[src/rtl/scc_pkg.sv]
`timescale 1ns / 1ps

package scc_pkg;

  localparam int POS_W    = 24;
  localparam int TIME_W   = 32;
  localparam int METRIC_W = 32;
  localparam int INDEX_W  = 16;
  localparam int COUNT_W  = 17;

  localparam int DELTA_W  = POS_W + 1;
  localparam int VEL_W    = DELTA_W + 1;
  localparam int DVEL_W   = VEL_W + 1;
  localparam int MUL_W    = VEL_W;
  localparam int PROD_W   = 2 * MUL_W;
  localparam int RAD_W    = 2 * (PROD_W / 2 + 1);
  localparam int ROOT_W   = RAD_W / 2;

  localparam logic [METRIC_W-1:0] BOUND_RESET = 32'hFFFF_FFFE;
  localparam logic [METRIC_W-1:0] ALL_ONES    = 32'hFFFF_FFFF;

  typedef enum logic [1:0] {
    METRIC_NONE     = 2'd0,
    METRIC_DISTANCE = 2'd1,
    METRIC_SPEED    = 2'd2,
    METRIC_VCHANGE  = 2'd3
  } metric_t;

  typedef enum logic [1:0] {
    REG_DISTANCE_BOUND = 2'd0,
    REG_SPEED_BOUND    = 2'd1,
    REG_VCHANGE_BOUND  = 2'd2,
    REG_UNUSED         = 2'd3
  } reg_index_t;

  typedef enum logic [3:0] {
    S_IDLE,
    S_SQ_A,
    S_SQ_B,
    S_SUM_A,
    S_SQRT_A,
    S_VEL,
    S_SQ_C,
    S_SQ_D,
    S_SUM_B,
    S_SQRT_B,
    S_UPDATE,
    S_FINISH
  } state_t;

  typedef struct packed {
    logic signed [POS_W-1:0] x_pos;
    logic signed [POS_W-1:0] y_pos;
    logic [TIME_W-1:0]       timestamp;
    logic                    last_point;
  } point_t;

  typedef struct packed {
    logic                  failed;
    logic [1:0]            failed_metric;
    logic [INDEX_W-1:0]    fail_from;
    logic [INDEX_W-1:0]    fail_to;
    logic [METRIC_W-1:0]   fail_value;
    logic [METRIC_W-1:0]   max_distance;
    logic [METRIC_W-1:0]   max_speed;
    logic [METRIC_W-1:0]   max_velocity_change;
    logic [COUNT_W-1:0]    point_count;
  } result_t;

  typedef struct packed {
    logic [METRIC_W-1:0] distance;
    logic [METRIC_W-1:0] speed;
    logic [METRIC_W-1:0] vchange;
  } bounds_t;

endpackage

[src/rtl/scc_div.sv]
`timescale 1ns / 1ps

module scc_div #(
  parameter int ND = 25,
  parameter int DW = 32
) (
  input  logic          clk,
  input  logic          rst,
  input  logic          start,
  input  logic [ND-1:0] dividend,
  input  logic [DW-1:0] divisor,
  output logic          busy,
  output logic [ND-1:0] quotient
);

  localparam int CNW = $clog2(ND + 1);

  logic [DW:0]    rem;
  logic [ND-1:0]  quo;
  logic [DW-1:0]  dsr;
  logic [CNW-1:0] cnt;
  logic [DW:0]    rem_s;
  logic [DW:0]    diff;
  logic           ge;

  assign rem_s    = {rem[DW-1:0], quo[ND-1]};
  assign ge       = (rem_s >= {1'b0, dsr});
  assign diff     = rem_s - {1'b0, dsr};
  assign quotient = quo;

  always_ff @(posedge clk) begin
    if (rst) begin
      busy <= 1'b0;
      cnt  <= '0;
    end else if (start) begin
      busy <= 1'b1;
      cnt  <= CNW'(ND);
    end else if (busy) begin
      cnt <= cnt - CNW'(1);
      if (cnt == CNW'(1)) begin
        busy <= 1'b0;
      end
    end
  end

  always_ff @(posedge clk) begin
    if (start) begin
      rem <= '0;
      quo <= dividend;
      dsr <= divisor;
    end else if (busy) begin
      rem <= ge ? diff : rem_s;
      quo <= {quo[ND-2:0], ge};
    end
  end

endmodule

[src/rtl/scc_sqrt.sv]
`timescale 1ns / 1ps

module scc_sqrt #(
  parameter int IW = 54
) (
  input  logic            clk,
  input  logic            rst,
  input  logic            start,
  input  logic [IW-1:0]   radicand,
  output logic            busy,
  output logic [IW/2-1:0] root
);

  localparam int RW  = IW / 2;
  localparam int CNW = $clog2(RW + 1);

  logic [IW-1:0]  rad;
  logic [RW:0]    rem;
  logic [CNW-1:0] cnt;
  logic [RW+2:0]  rem_s;
  logic [RW+2:0]  trial;
  logic [RW+2:0]  diff;
  logic           ge;

  assign rem_s = {rem, rad[IW-1:IW-2]};
  assign trial = {1'b0, root, 2'b01};
  assign ge    = (rem_s >= trial);
  assign diff  = rem_s - trial;

  always_ff @(posedge clk) begin
    if (rst) begin
      busy <= 1'b0;
      cnt  <= '0;
    end else if (start) begin
      busy <= 1'b1;
      cnt  <= CNW'(RW);
    end else if (busy) begin
      cnt <= cnt - CNW'(1);
      if (cnt == CNW'(1)) begin
        busy <= 1'b0;
      end
    end
  end

  always_ff @(posedge clk) begin
    if (start) begin
      rad  <= radicand;
      rem  <= '0;
      root <= '0;
    end else if (busy) begin
      rad  <= {rad[IW-3:0], 2'b00};
      rem  <= ge ? diff[RW:0] : rem_s[RW:0];
      root <= {root[RW-2:0], ge};
    end
  end

endmodule

[src/rtl/scc_back.sv]
`timescale 1ns / 1ps

module scc_back #(
  parameter int MAX_POINTS = 65536
) (
  input  logic             clk,
  input  logic             rst,
  input  logic             head_valid,
  output logic             pop,
  input  scc_pkg::point_t  head_data,
  input  scc_pkg::bounds_t bounds,
  output logic             result_valid,
  input  logic             result_ready,
  output scc_pkg::result_t result
);

  localparam int PW = $clog2(MAX_POINTS + 1);
  localparam int CW = (PW > scc_pkg::COUNT_W) ? PW : scc_pkg::COUNT_W;
  localparam int DW = scc_pkg::DELTA_W;
  localparam int VW = scc_pkg::VEL_W;
  localparam int GW = scc_pkg::DVEL_W;
  localparam int MW = scc_pkg::MUL_W;
  localparam int QW = scc_pkg::PROD_W;
  localparam int RW = scc_pkg::RAD_W;
  localparam int OW = scc_pkg::ROOT_W;
  localparam int TW = scc_pkg::TIME_W;
  localparam int MTW = scc_pkg::METRIC_W;
  localparam int IXW = scc_pkg::INDEX_W;

  scc_pkg::state_t state;
  scc_pkg::state_t state_next;

  scc_pkg::point_t cur;
  logic [PW-1:0]   point_index;
  logic signed [scc_pkg::POS_W-1:0] prev_x;
  logic signed [scc_pkg::POS_W-1:0] prev_y;
  logic [TW-1:0]   prev_time;
  logic signed [VW-1:0] prev_vel_x;
  logic signed [VW-1:0] prev_vel_y;
  logic [MTW-1:0]  best_distance;
  logic [IXW-1:0]  best_distance_start;
  logic [MTW-1:0]  best_speed;
  logic [IXW-1:0]  best_speed_start;
  logic [MTW-1:0]  best_vchange;
  logic [IXW-1:0]  best_vchange_start;

  logic [DW-1:0]   mag_x;
  logic [DW-1:0]   mag_y;
  logic            neg_x;
  logic            neg_y;
  logic [TW-1:0]   dtu;
  logic            pos;
  logic signed [VW-1:0] vel_x;
  logic signed [VW-1:0] vel_y;
  logic [MW-1:0]   dmag_x;
  logic [MW-1:0]   dmag_y;
  logic [OW-1:0]   len;
  logic [QW-1:0]   prod;
  logic [QW-1:0]   acc;

  logic signed [DW-1:0] dx_w;
  logic signed [DW-1:0] dy_w;
  logic [TW-1:0]   dt_w;
  logic signed [GW-1:0] dvx_w;
  logic signed [GW-1:0] dvy_w;
  logic [MW-1:0]   mul_op;
  logic [RW-1:0]   radicand;
  logic            counted;
  logic            first_point;
  logic            out_free;

  logic            sqrt_start;
  logic            sqrt_busy;
  logic [OW-1:0]   sqrt_root;
  logic            div0_start;
  logic            div1_start;
  logic            div0_busy;
  logic            div1_busy;
  logic [DW-1:0]   div0_num;
  logic [DW-1:0]   div0_q;
  logic [DW-1:0]   div1_q;

  logic [MTW-1:0]  len_m;
  logic [MTW-1:0]  spd;
  logic [MTW-1:0]  vchange;
  logic [CW-1:0]   index_w;
  logic [CW-1:0]   from_w;
  logic [IXW-1:0]  from16;
  scc_pkg::metric_t fail_metric;
  logic [IXW-1:0]  fail_start;
  logic [MTW-1:0]  fail_val;

  assign dx_w = {head_data.x_pos[scc_pkg::POS_W-1], head_data.x_pos}
              - {prev_x[scc_pkg::POS_W-1], prev_x};
  assign dy_w = {head_data.y_pos[scc_pkg::POS_W-1], head_data.y_pos}
              - {prev_y[scc_pkg::POS_W-1], prev_y};
  assign dt_w = head_data.timestamp - prev_time;
  assign dvx_w = {vel_x[VW-1], vel_x} - {prev_vel_x[VW-1], prev_vel_x};
  assign dvy_w = {vel_y[VW-1], vel_y} - {prev_vel_y[VW-1], prev_vel_y};
  assign counted     = (point_index < PW'(MAX_POINTS));
  assign first_point = (point_index == '0);
  assign out_free    = !result_valid || result_ready;

  assign index_w = CW'(point_index);
  assign from_w  = index_w - CW'(1);
  assign from16  = from_w[IXW-1:0];
  assign len_m   = MTW'(len);
  assign vchange = MTW'(sqrt_root);
  assign radicand = RW'(acc) + RW'(prod);
  assign div0_num = (state == scc_pkg::S_VEL) ? len[DW-1:0] : mag_x;

  always_comb begin
    if (pos) begin
      spd = MTW'(div0_q);
    end else if (len == '0) begin
      spd = '0;
    end else begin
      spd = scc_pkg::ALL_ONES;
    end
  end

  always_comb begin
    case (state)
      scc_pkg::S_SQ_A: mul_op = MW'(mag_x);
      scc_pkg::S_SQ_B: mul_op = MW'(mag_y);
      scc_pkg::S_SQ_C: mul_op = dmag_x;
      scc_pkg::S_SQ_D: mul_op = dmag_y;
      default:         mul_op = '0;
    endcase
  end

  always_comb begin
    if (best_distance > bounds.distance) begin
      fail_metric = scc_pkg::METRIC_DISTANCE;
      fail_start  = best_distance_start;
      fail_val    = best_distance;
    end else if (best_speed > bounds.speed) begin
      fail_metric = scc_pkg::METRIC_SPEED;
      fail_start  = best_speed_start;
      fail_val    = best_speed;
    end else if (best_vchange > bounds.vchange) begin
      fail_metric = scc_pkg::METRIC_VCHANGE;
      fail_start  = best_vchange_start;
      fail_val    = best_vchange;
    end else begin
      fail_metric = scc_pkg::METRIC_NONE;
      fail_start  = '0;
      fail_val    = '0;
    end
  end

  always_comb begin
    state_next = state;
    case (state)
      scc_pkg::S_IDLE: begin
        if (head_valid) begin
          state_next = (counted && !first_point) ? scc_pkg::S_SQ_A : scc_pkg::S_FINISH;
        end
      end
      scc_pkg::S_SQ_A:  state_next = scc_pkg::S_SQ_B;
      scc_pkg::S_SQ_B:  state_next = scc_pkg::S_SUM_A;
      scc_pkg::S_SUM_A: state_next = scc_pkg::S_SQRT_A;
      scc_pkg::S_SQRT_A: begin
        if (!sqrt_busy && !div0_busy && !div1_busy) begin
          state_next = scc_pkg::S_VEL;
        end
      end
      scc_pkg::S_VEL:   state_next = scc_pkg::S_SQ_C;
      scc_pkg::S_SQ_C:  state_next = scc_pkg::S_SQ_D;
      scc_pkg::S_SQ_D:  state_next = scc_pkg::S_SUM_B;
      scc_pkg::S_SUM_B: state_next = scc_pkg::S_SQRT_B;
      scc_pkg::S_SQRT_B: begin
        if (!sqrt_busy && !div0_busy) begin
          state_next = scc_pkg::S_UPDATE;
        end
      end
      scc_pkg::S_UPDATE: state_next = scc_pkg::S_FINISH;
      scc_pkg::S_FINISH: begin
        if (!cur.last_point || out_free) begin
          state_next = scc_pkg::S_IDLE;
        end
      end
      default: state_next = scc_pkg::S_IDLE;
    endcase
  end

  always_comb begin
    pop        = 1'b0;
    sqrt_start = 1'b0;
    div0_start = 1'b0;
    div1_start = 1'b0;
    case (state)
      scc_pkg::S_IDLE:  pop = head_valid;
      scc_pkg::S_SQ_A: begin
        div0_start = 1'b1;
        div1_start = 1'b1;
      end
      scc_pkg::S_SUM_A: sqrt_start = 1'b1;
      scc_pkg::S_VEL:   div0_start = 1'b1;
      scc_pkg::S_SUM_B: sqrt_start = 1'b1;
      default: begin
        pop = 1'b0;
      end
    endcase
  end

  scc_sqrt #(
    .IW (RW)
  ) u_sqrt (
    .clk      (clk),
    .rst      (rst),
    .start    (sqrt_start),
    .radicand (radicand),
    .busy     (sqrt_busy),
    .root     (sqrt_root)
  );

  scc_div #(
    .ND (DW),
    .DW (TW)
  ) u_div0 (
    .clk      (clk),
    .rst      (rst),
    .start    (div0_start),
    .dividend (div0_num),
    .divisor  (dtu),
    .busy     (div0_busy),
    .quotient (div0_q)
  );

  scc_div #(
    .ND (DW),
    .DW (TW)
  ) u_div1 (
    .clk      (clk),
    .rst      (rst),
    .start    (div1_start),
    .dividend (mag_y),
    .divisor  (dtu),
    .busy     (div1_busy),
    .quotient (div1_q)
  );

  always_ff @(posedge clk) begin
    if (state == scc_pkg::S_IDLE && head_valid) begin
      cur   <= head_data;
      mag_x <= dx_w[DW-1] ? DW'(-dx_w) : DW'(dx_w);
      mag_y <= dy_w[DW-1] ? DW'(-dy_w) : DW'(dy_w);
      neg_x <= dx_w[DW-1];
      neg_y <= dy_w[DW-1];
      dtu   <= dt_w;
      pos   <= (dt_w != '0) && !dt_w[TW-1];
    end
    case (state)
      scc_pkg::S_SQ_A: prod <= mul_op * mul_op;
      scc_pkg::S_SQ_B: begin
        acc  <= prod;
        prod <= mul_op * mul_op;
      end
      scc_pkg::S_SQ_C: prod <= mul_op * mul_op;
      scc_pkg::S_SQ_D: begin
        acc  <= prod;
        prod <= mul_op * mul_op;
      end
      scc_pkg::S_SQRT_A: begin
        len <= sqrt_root;
        if (pos) begin
          vel_x <= neg_x ? -VW'(div0_q) : VW'(div0_q);
          vel_y <= neg_y ? -VW'(div1_q) : VW'(div1_q);
        end else begin
          vel_x <= '0;
          vel_y <= '0;
        end
      end
      scc_pkg::S_VEL: begin
        dmag_x <= dvx_w[GW-1] ? MW'(-dvx_w) : MW'(dvx_w);
        dmag_y <= dvy_w[GW-1] ? MW'(-dvy_w) : MW'(dvy_w);
      end
      default: begin
        acc <= acc;
      end
    endcase
  end

  always_ff @(posedge clk) begin
    if (rst) begin
      state        <= scc_pkg::S_IDLE;
      result_valid <= 1'b0;
    end else begin
      state <= state_next;
      if (result_valid && result_ready) begin
        result_valid <= 1'b0;
      end
      if (state == scc_pkg::S_FINISH && cur.last_point && out_free) begin
        result_valid <= 1'b1;
      end
    end
  end

  always_ff @(posedge clk) begin
    if (state == scc_pkg::S_FINISH && cur.last_point && out_free) begin
      result.failed              <= (fail_metric != scc_pkg::METRIC_NONE);
      result.failed_metric       <= fail_metric;
      result.fail_from           <= fail_start;
      result.fail_to             <= (fail_metric != scc_pkg::METRIC_NONE)
                                    ? fail_start + IXW'(1) : '0;
      result.fail_value          <= fail_val;
      result.max_distance        <= best_distance;
      result.max_speed           <= best_speed;
      result.max_velocity_change <= best_vchange;
      result.point_count         <= (index_w > CW'({scc_pkg::COUNT_W{1'b1}}))
                                    ? '1 : index_w[scc_pkg::COUNT_W-1:0];
    end
  end

  always_ff @(posedge clk) begin
    if (rst || (state == scc_pkg::S_FINISH && cur.last_point && out_free)) begin
      point_index         <= '0;
      prev_x              <= '0;
      prev_y              <= '0;
      prev_time           <= '0;
      prev_vel_x          <= '0;
      prev_vel_y          <= '0;
      best_distance       <= '0;
      best_distance_start <= '0;
      best_speed          <= '0;
      best_speed_start    <= '0;
      best_vchange        <= '0;
      best_vchange_start  <= '0;
    end else if (state == scc_pkg::S_IDLE && head_valid && counted && first_point) begin
      prev_x      <= head_data.x_pos;
      prev_y      <= head_data.y_pos;
      prev_time   <= head_data.timestamp;
      point_index <= point_index + PW'(1);
    end else if (state == scc_pkg::S_UPDATE) begin
      if (len_m > best_distance) begin
        best_distance       <= len_m;
        best_distance_start <= from16;
      end
      if (spd > best_speed) begin
        best_speed       <= spd;
        best_speed_start <= from16;
      end
      if (point_index >= PW'(2) && vchange > best_vchange) begin
        best_vchange       <= vchange;
        best_vchange_start <= from16;
      end
      prev_vel_x  <= vel_x;
      prev_vel_y  <= vel_y;
      prev_x      <= cur.x_pos;
      prev_y      <= cur.y_pos;
      prev_time   <= cur.timestamp;
      point_index <= point_index + PW'(1);
    end
  end

  a_failed_matches_metric: assert property (@(posedge clk) disable iff (rst)
    result_valid |-> (result.failed == (result.failed_metric != scc_pkg::METRIC_NONE)))
    else $error("failed flag disagrees with failed_metric");

  a_pass_fields_zero: assert property (@(posedge clk) disable iff (rst)
    (result_valid && result.failed_metric == scc_pkg::METRIC_NONE)
      |-> (result.fail_value == '0 && result.fail_from == '0 && result.fail_to == '0))
    else $error("passing result carries failure fields");

  a_index_in_range: assert property (@(posedge clk) disable iff (rst)
    point_index <= PW'(MAX_POINTS))
    else $error("point index beyond limit");

  a_sqrt_idle_at_start: assert property (@(posedge clk) disable iff (rst)
    sqrt_start |-> !sqrt_busy)
    else $error("square root restarted while busy");

  a_no_result_overwrite: assert property (@(posedge clk) disable iff (rst)
    (result_valid && !result_ready) |=> result_valid)
    else $error("pending result dropped");

endmodule

[config.mk]
export PLATFORM = sky130hd
export DESIGN_NAME = scc_back
export DESIGN_NICKNAME = d
export VERILOG_FILES = /design/src/rtl/scc_pkg.sv /design/src/rtl/scc_div.sv /design/src/rtl/scc_sqrt.sv /design/src/rtl/scc_back.sv
export SDC_FILE = /design/constraint.sdc
export NUM_CORES = 2
export LEC_CHECK = 0
export BUFFER_PORTS_ARGS = -buffer_cell sky130_fd_sc_hd__buf_4
export CAP_MARGIN = 10
export CORE_ASPECT_RATIO = 0.75
export CORE_MARGIN = 2
export CORE_UTILIZATION = 60
export CTS_CLUSTER_SIZE = 40
export DETAILED_ROUTE_END_ITERATION = 10
export GPL_ROUTABILITY_DRIVEN = 0
export PLACE_DENSITY = 0.79
export SLEW_MARGIN = 15
export SYNTH_ARGS = -nofsm -noshare
export SYNTH_HDL_FRONTEND = slang
export SYNTH_SLANG_ARGS = --single-unit
[constraint.sdc]
create_clock -name clk -period 16.9 [get_ports clk]
set_input_delay 0 -clock clk [delete_from_list [all_inputs] [get_ports clk]]
set_output_delay 0 -clock clk [all_outputs]
set_load 0.005 [all_outputs]
## Word level (Yosys, flattened, before mapping)

Cells that the tools add are included.

| storage, ports and cells | value |
|---|---|
| logic and storage cells | 224 |
| bits in registers | 1164 |
| bits of input ports | 181 |
| output and inout port bits | 182 |

| operators by class | value |
|---|---|
| multipliers | 1 |
| mux-type cells | 63 |
| $add $sub $neg | 21 |
| $lt $le $gt $ge | 12 |
| eq/ne operators | 18 |
| bitwise gates (word level) | 1 |
| reductions and logical operators | 45 |

Operators by type and width:

| kind | number |
|---|---|
| 32-bit 2-to-1 mux | 7 |
| 25-bit 2-to-1 mux | 7 |
| 24-bit 2-to-1 mux | 6 |
| 54-bit 2-to-1 mux | 2 |
| 26-bit one-hot mux with 4 select lines | 1 |
| 32-bit subtractor | 3 |
| 33-bit by 32-bit >= comparator with 1-bit output | 2 |
| 27-bit by 32-bit greater-than comparator with 1-bit output | 2 |
| 32-bit greater-than comparator | 2 |
| 27-bit greater-than comparator | 2 |
| 27-bit 2-to-1 mux | 2 |
| 26-bit by 26-bit subtractor with 27-bit output | 2 |
| 52-bit by 52-bit adder with 53-bit output | 1 |
| 26-bit by 26-bit multiplier with 52-bit output | 1 |
| 26-bit 2-to-1 mux | 2 |
| 25-bit negator with 26-bit output | 2 |
| 26-bit negator | 2 |
| 25-bit negator | 2 |
| 24-bit by 24-bit subtractor with 25-bit output | 2 |
| 16-bit 2-to-1 mux | 3 |
| 4-bit one-hot mux with 12 select lines | 1 |
| 17-bit 2-to-1 mux | 2 |
| 32-bit nonzero test | 1 |
| 30-bit by 29-bit >= comparator with 1-bit output | 1 |
| other kinds (32) | 103 |

## Longest topological paths before layout

| depth | value |
|---|---|
| word-level depth | 6 |
| gate-level depth with buffers | 39 |
| gate-level depth less buffers | 36 |

## Cells and area by module

From an unflattened synthesis, not the netlist that was laid out.

| unflattened totals | value |
|---|---|
| cell total of the unflattened synthesis | 8530 |
| area, all modules | 83052.2 um^2 |

By module, submodules not included:

| module | instances | area each (um^2) | seq. area each (um^2) | cells each |
|---|---|---|---|---|
| scc_back | 1 | 65776.8 | 22431.5 | 6823 |
| scc_div | 2 | 5524.0 | 2472.4 | 547 |
| scc_sqrt | 1 | 6227.2 | 2842.7 | 613 |

## Worst setup path after synthesis

OpenSTA, ideal clock, no wires.

| timing | value |
|---|---|
| path kind | flip-flop to flip-flop |
| start point | register state[2] |
| end point | register best_distance_start[11] |
| arrival time | 9544 ps |
| setup time | 132 ps |
| period minus slack after synthesis | 9676 ps |
| slack | 7224 ps |
| path buffers | 4 |
| stages on the path, launching flop included | 10 |
| data required time | 16768 ps |
| path through | dfxtp_1 > clkbuf_1 > nor2b_1 > nand4_1 > nor2b_1 > or2_2 > clkbuf_1 > clkbuf_1 > clkbuf_1 > nor3_1 |

| on the way | value |
|---|---|
| cells in the longest elaborated chain, start to end | 6 |
| elaborated cells between the ends (all ways) | 11 |
| those cells by class | eq/ne (2); bitwise (1); reduce/logical (8) |

RTL lines:

| what | RTL line | RTL |
|---|---|---|
| start: declaration | scc_back.sv:30 | `scc_pkg::state_t state;` |
| start signal: assignment | scc_back.sv:287 | `state <= scc_pkg::S_IDLE;` |
| start signal: assignment | scc_back.sv:290 | `state <= state_next;` |
| 4-bit zero test | scc_back.sv:330 | `end else if (state == scc_pkg::S_IDLE && head_valid && counted && first_point) begin` |
| 1-bit logical AND (3 in series) | scc_back.sv:330 |  |
| 1-bit NOT (no source line) | -- |  |
| 3-bit AND reduction (no source line) | -- |  |
| end signal: assignment | scc_back.sv:338 | `best_distance_start <= from16;` |
| end: declaration | scc_back.sv:41 | `logic [IXW-1:0] best_distance_start;` |

Several ways; a longest one is shown, not always the timed one.
A chain may end at the register's enable or synchronous reset.

## Worst setup path in the final report

| timing | value |
|---|---|
| start point | register state[0] |
| end point | register prod[48] (data pin) |

| on the way | value |
|---|---|
| cells in the longest elaborated chain, start to end | 3 |
| elaborated cells between the ends (all ways) | 6 |
| those cells by class | mul (1); eq/ne (4); mux (1) |

RTL lines:

| what | RTL line | RTL |
|---|---|---|
| 4-bit by 3-bit == test with 1-bit output, or another cell as far along | scc_back.sv:123, scc_back.sv:254 |  |
| 26-bit one-hot mux with 4 select lines * | scc_back.sv:123 | `case (state)` |
| 26-bit by 26-bit multiplier with 52-bit output * | -- |  |
| end signal: assignment | scc_back.sv:255 | `scc_pkg::S_SQ_A: prod <= mul_op * mul_op;` |
| end signal: assignment | scc_back.sv:258 | `prod <= mul_op * mul_op;` |
| end signal: assignment | scc_back.sv:260 | `scc_pkg::S_SQ_C: prod <= mul_op * mul_op;` |
| end: declaration | scc_back.sv:58 | `logic [QW-1:0] prod;` |

Mark *: on every way between the ends. The rest lies on a longest branch, timed or not.

==> impl_metrics.yaml <==
critical_path:
  worstSetupEndpointType: "register"
  cp_common_cell: "fa_1"
  crit_required_ns: 17.41
  arrival_ns: 12.71
  path_delay_family: "adder cells"
  crit_path_top_delay_cell: "buf_4"
  startpoint_type: "register"
  critPathKind: "register to register"
  worst-path-max-fanout: 68
  crit_buf_inv: 10
  slowest_delay_ns: 0.71
logic_synthesis:
  synthTopCellsByArea: "edfxtp_1, fa_1, dfxtp_1, ha_1, inv_1"
  ys_warn_count: 0
  synth_simple_gate_area_share_pct: 13.19
  synth_area_um2: 83030
  seq_area_frac_synth_pct: 36.39
  ys_types: 105
  async_reset_ff_share_pct: 0
  synth_xor_area_share_pct: 4.873
  synth_compound_area_share_pct: 13.61
  ys_ff_latch: 1146
  yosysTopAreaCellShare_pct: 26.29
  synth_top_cell_by_area: "edfxtp_1"
  synthCells: 8734
  synth_edf_count: 727
  synth_top_flop_cell: "edfxtp_1"
  syn_area_per_cell_um2: 9.507
  synth.area.mux_share_pct: 1.831
  synthAdderAreaFrac_pct: 22.50
  synth_top_family_by_area: "adder cells"
timing:
  fmaxAchievable_mhz: 81.96
  tightest_slew_ns: 1.227
  hold_ws_ns: 0.03087
  finalHoldViolations: 0
  finalCriticalPeriod_ns: 12.20
  slew_headroom_pct: 17.07
  min_period_over_period_pct: 72.20
  fin_worst_skew_ns: 0.06398
  drv_slew: 0
  setup_violations: 0
  setup_slack_ns: 4.698
  rsz0062_at_grt: "false"
  tns_ns: 0
global_route:
  grt_max_degree: 161
  antenna_found_initial: 13
  grt_pass1_vias: 65586
  grt_usage_pct: 32.64
  gr-total-overflow: 0
  grt_pass1_wl_mm: 363.9
final_layout:
  fillers: 10185
  fin_nets: 10411
  fin_area_um2: 92750
  postLayoutCoreUtil_pct: 67.33
  areaGrowthSynthToFinish_pct: 11.71
  drive_gt1_share_pct: 7.581
die:
  core-area_um2: 137800
  fp.dieW_um: 433.6
  chipHeight_um: 326.2
  start_util_pct: 60.28
  io-pin-count: 363
  dieArea_um2: 141400
  fp-row-count: 118
power:
  p_switching_uw: 7752
  vdd_drop_max_mv: 0.2129
  p_int_uw: 9337
  clockPowerShare_pct: 15.9
  p_seq_share_pct: 27.9
  comb_power_share_pct: 56.2
  sw_frac_of_total_pct: 45.36
  p_per_area_nw_per_um2: 184.2
  power.leakage_uw: 0.04001
detailed_routing:
  routed_wl_mm: 232.1
  drc: 0
  vias: 66638
  first_iter_violations: 7039
  routedWlPerCell_um: 21.06
  ant_nets: 0
  viasPerCell: 6.045
  drtPass1Iterations: 8
min_path:
  min_path_type: "input pin to register"
placed_design:
  dp_slack_ns: 5.005
  dp_hpwl_mm: 171.5
  postPlaceCellArea_um2: 87190
  portBuffers: 352
outcome:
  status: "complete, no violations"
clock_network:
  cts_buffers: 113
  clock_latency_ns: 0.80
  cts_tree: "done"
  clk_path_buf_depth: 3
  htreeDepth: 3
  cts_root_buf: "clkbuf_16"
  clk_pin_slew_ns: 0.08
  clock_sinks: 1146
job:
  maxCapViolations: 0
==> sequential cells by signal (all words and copies together) (netlist names), 51 cells and up <==
register and count:
prod 51, cur 81, acc 51, result 160, u_sqrt.rad 54
==> cells in the mapped netlist, drive strengths merged (34+ instances only) <==
cell type     n
a211oi       85
a21o        184
a21oi       511
a22oi        34
a311oi      106
a31oi        40
and2         86
and3         45
buf          63
clkbuf      314
dfxtp       419
edfxtp      727
fa          530
ha          645
inv        1267
mux2i       135
nand2       939
nand2b       50
nand3       162
nand4        94
nor2        662
nor2b        66
nor3        103
nor4         41
o21a         63
o21ai       379
o21bai       40
o31ai        91
xnor2       327
xor2        135
==> what timing repair did <==
action / 4_1_cts / 5_1_grt
endpoints found under the hold margin: 267 / 0
setup buffers: 0 / 0
hold buffers: 157 / 0
gates resized for setup: 0 / 0
==> layout make-up <==
| type | count | area (um^2) | share of cell area, % |
|---|---|---|---|
| inverter | 1273 | 4778 | 5.152 |
| timing repair buffer | 574 | 4727 | 5.096 |
| tap | 1860 | 2327 | 2.509 |
| multi-input combinational | 5947 | 46710 | 50.36 |
| clock inverter | 66 | 889.6 | 0.9591 |
| antenna | 9 | 22.52 | 0.02428 |
| clock buffer | 149 | 3073 | 3.313 |
| sequential | 1146 | 30230 | 32.59 |
==> layout by cell type, fill, tap and decap left out, types with 135 or more instances in the layout <==
master / count
nor2_1: 654
mux2i_1: 135
o21ai_0: 357
inv_1: 1265
a21o_1: 183
buf_4: 415
ha_1: 645
nand2_1: 938
fa_1: 530
xnor2_1: 327
edfxtp_1: 727
dfxtp_1: 416
nand3_1: 161
dlygate4sd3_1: 157
a21oi_1: 505
xor2_1: 135
==> routing by layer <==
metal,vias up,wire (um),global-route usage (%)
met1,31981,93440,43.75
met5,-,85,0
met4,12,11410,13.88
met2,3506,101600,50.24
met3,730,25610,8.565
li1,30409,-,-
==> path summary, 6_finish.rpt <==
kind              slack, ns  cells after the start                  to                  start
setup / recovery       4.70                     35  prod[48]$_DFFE_PP_  state[0]$_SDFFE_PP0P_
hold / removal         0.03                      2   cur[35]$_DFFE_PP_          head_data[35]
setup reg to reg       4.70                     35  prod[48]$_DFFE_PP_  state[0]$_SDFFE_PP0P_
hold reg to reg        0.44                      0   acc[15]$_DFFE_PP_     prod[15]$_DFFE_PP_
==> worst register-to-register path, delay by kind of cell, from the launching register on <==
| family | cells | cell delay, ns |
|---|---|---|
| fa+ha+maj | 8 | 3.89 |
| buf+inv | 10 | 3.05 |
| simple gates | 9 | 2.84 |
| compound gates | 7 | 1.41 |
| flops | 1 | 0.60 |
| xor+xnor | 1 | 0.14 |
==> stage by stage <==
stage                     cells  power, uW
final                     11024      17090
after global routing      11020      18390
after CTS                 11015      16940
after detailed placement  10643      14140
after global placement    10643      13750
after floorplan            8743      11620
==> power groups by stage <==
stage               Sequential (uW)  Combinational, uW  Clock, uW
finish                         4770               9600       2720
global route                   4830              10700       2850
CTS                            4740               9470       2740
detailed placement             4780               9350          0
global placement               4760               8990          0
floorplan                      4480               7140          0
==> cells by family (layout without fill, tap and decap cells) <==
family          count (synthesis)  in the layout
simple gates                 2401           2401
compound gates               1749           1749
buf+inv                      1650           2062
fa+ha+maj                    1175           1175
flops                        1146           1146
xor+xnor                      462            462
mux                           150            150
other cells                     1             19
Note: power is estimated with default switching activity, not from simulation.
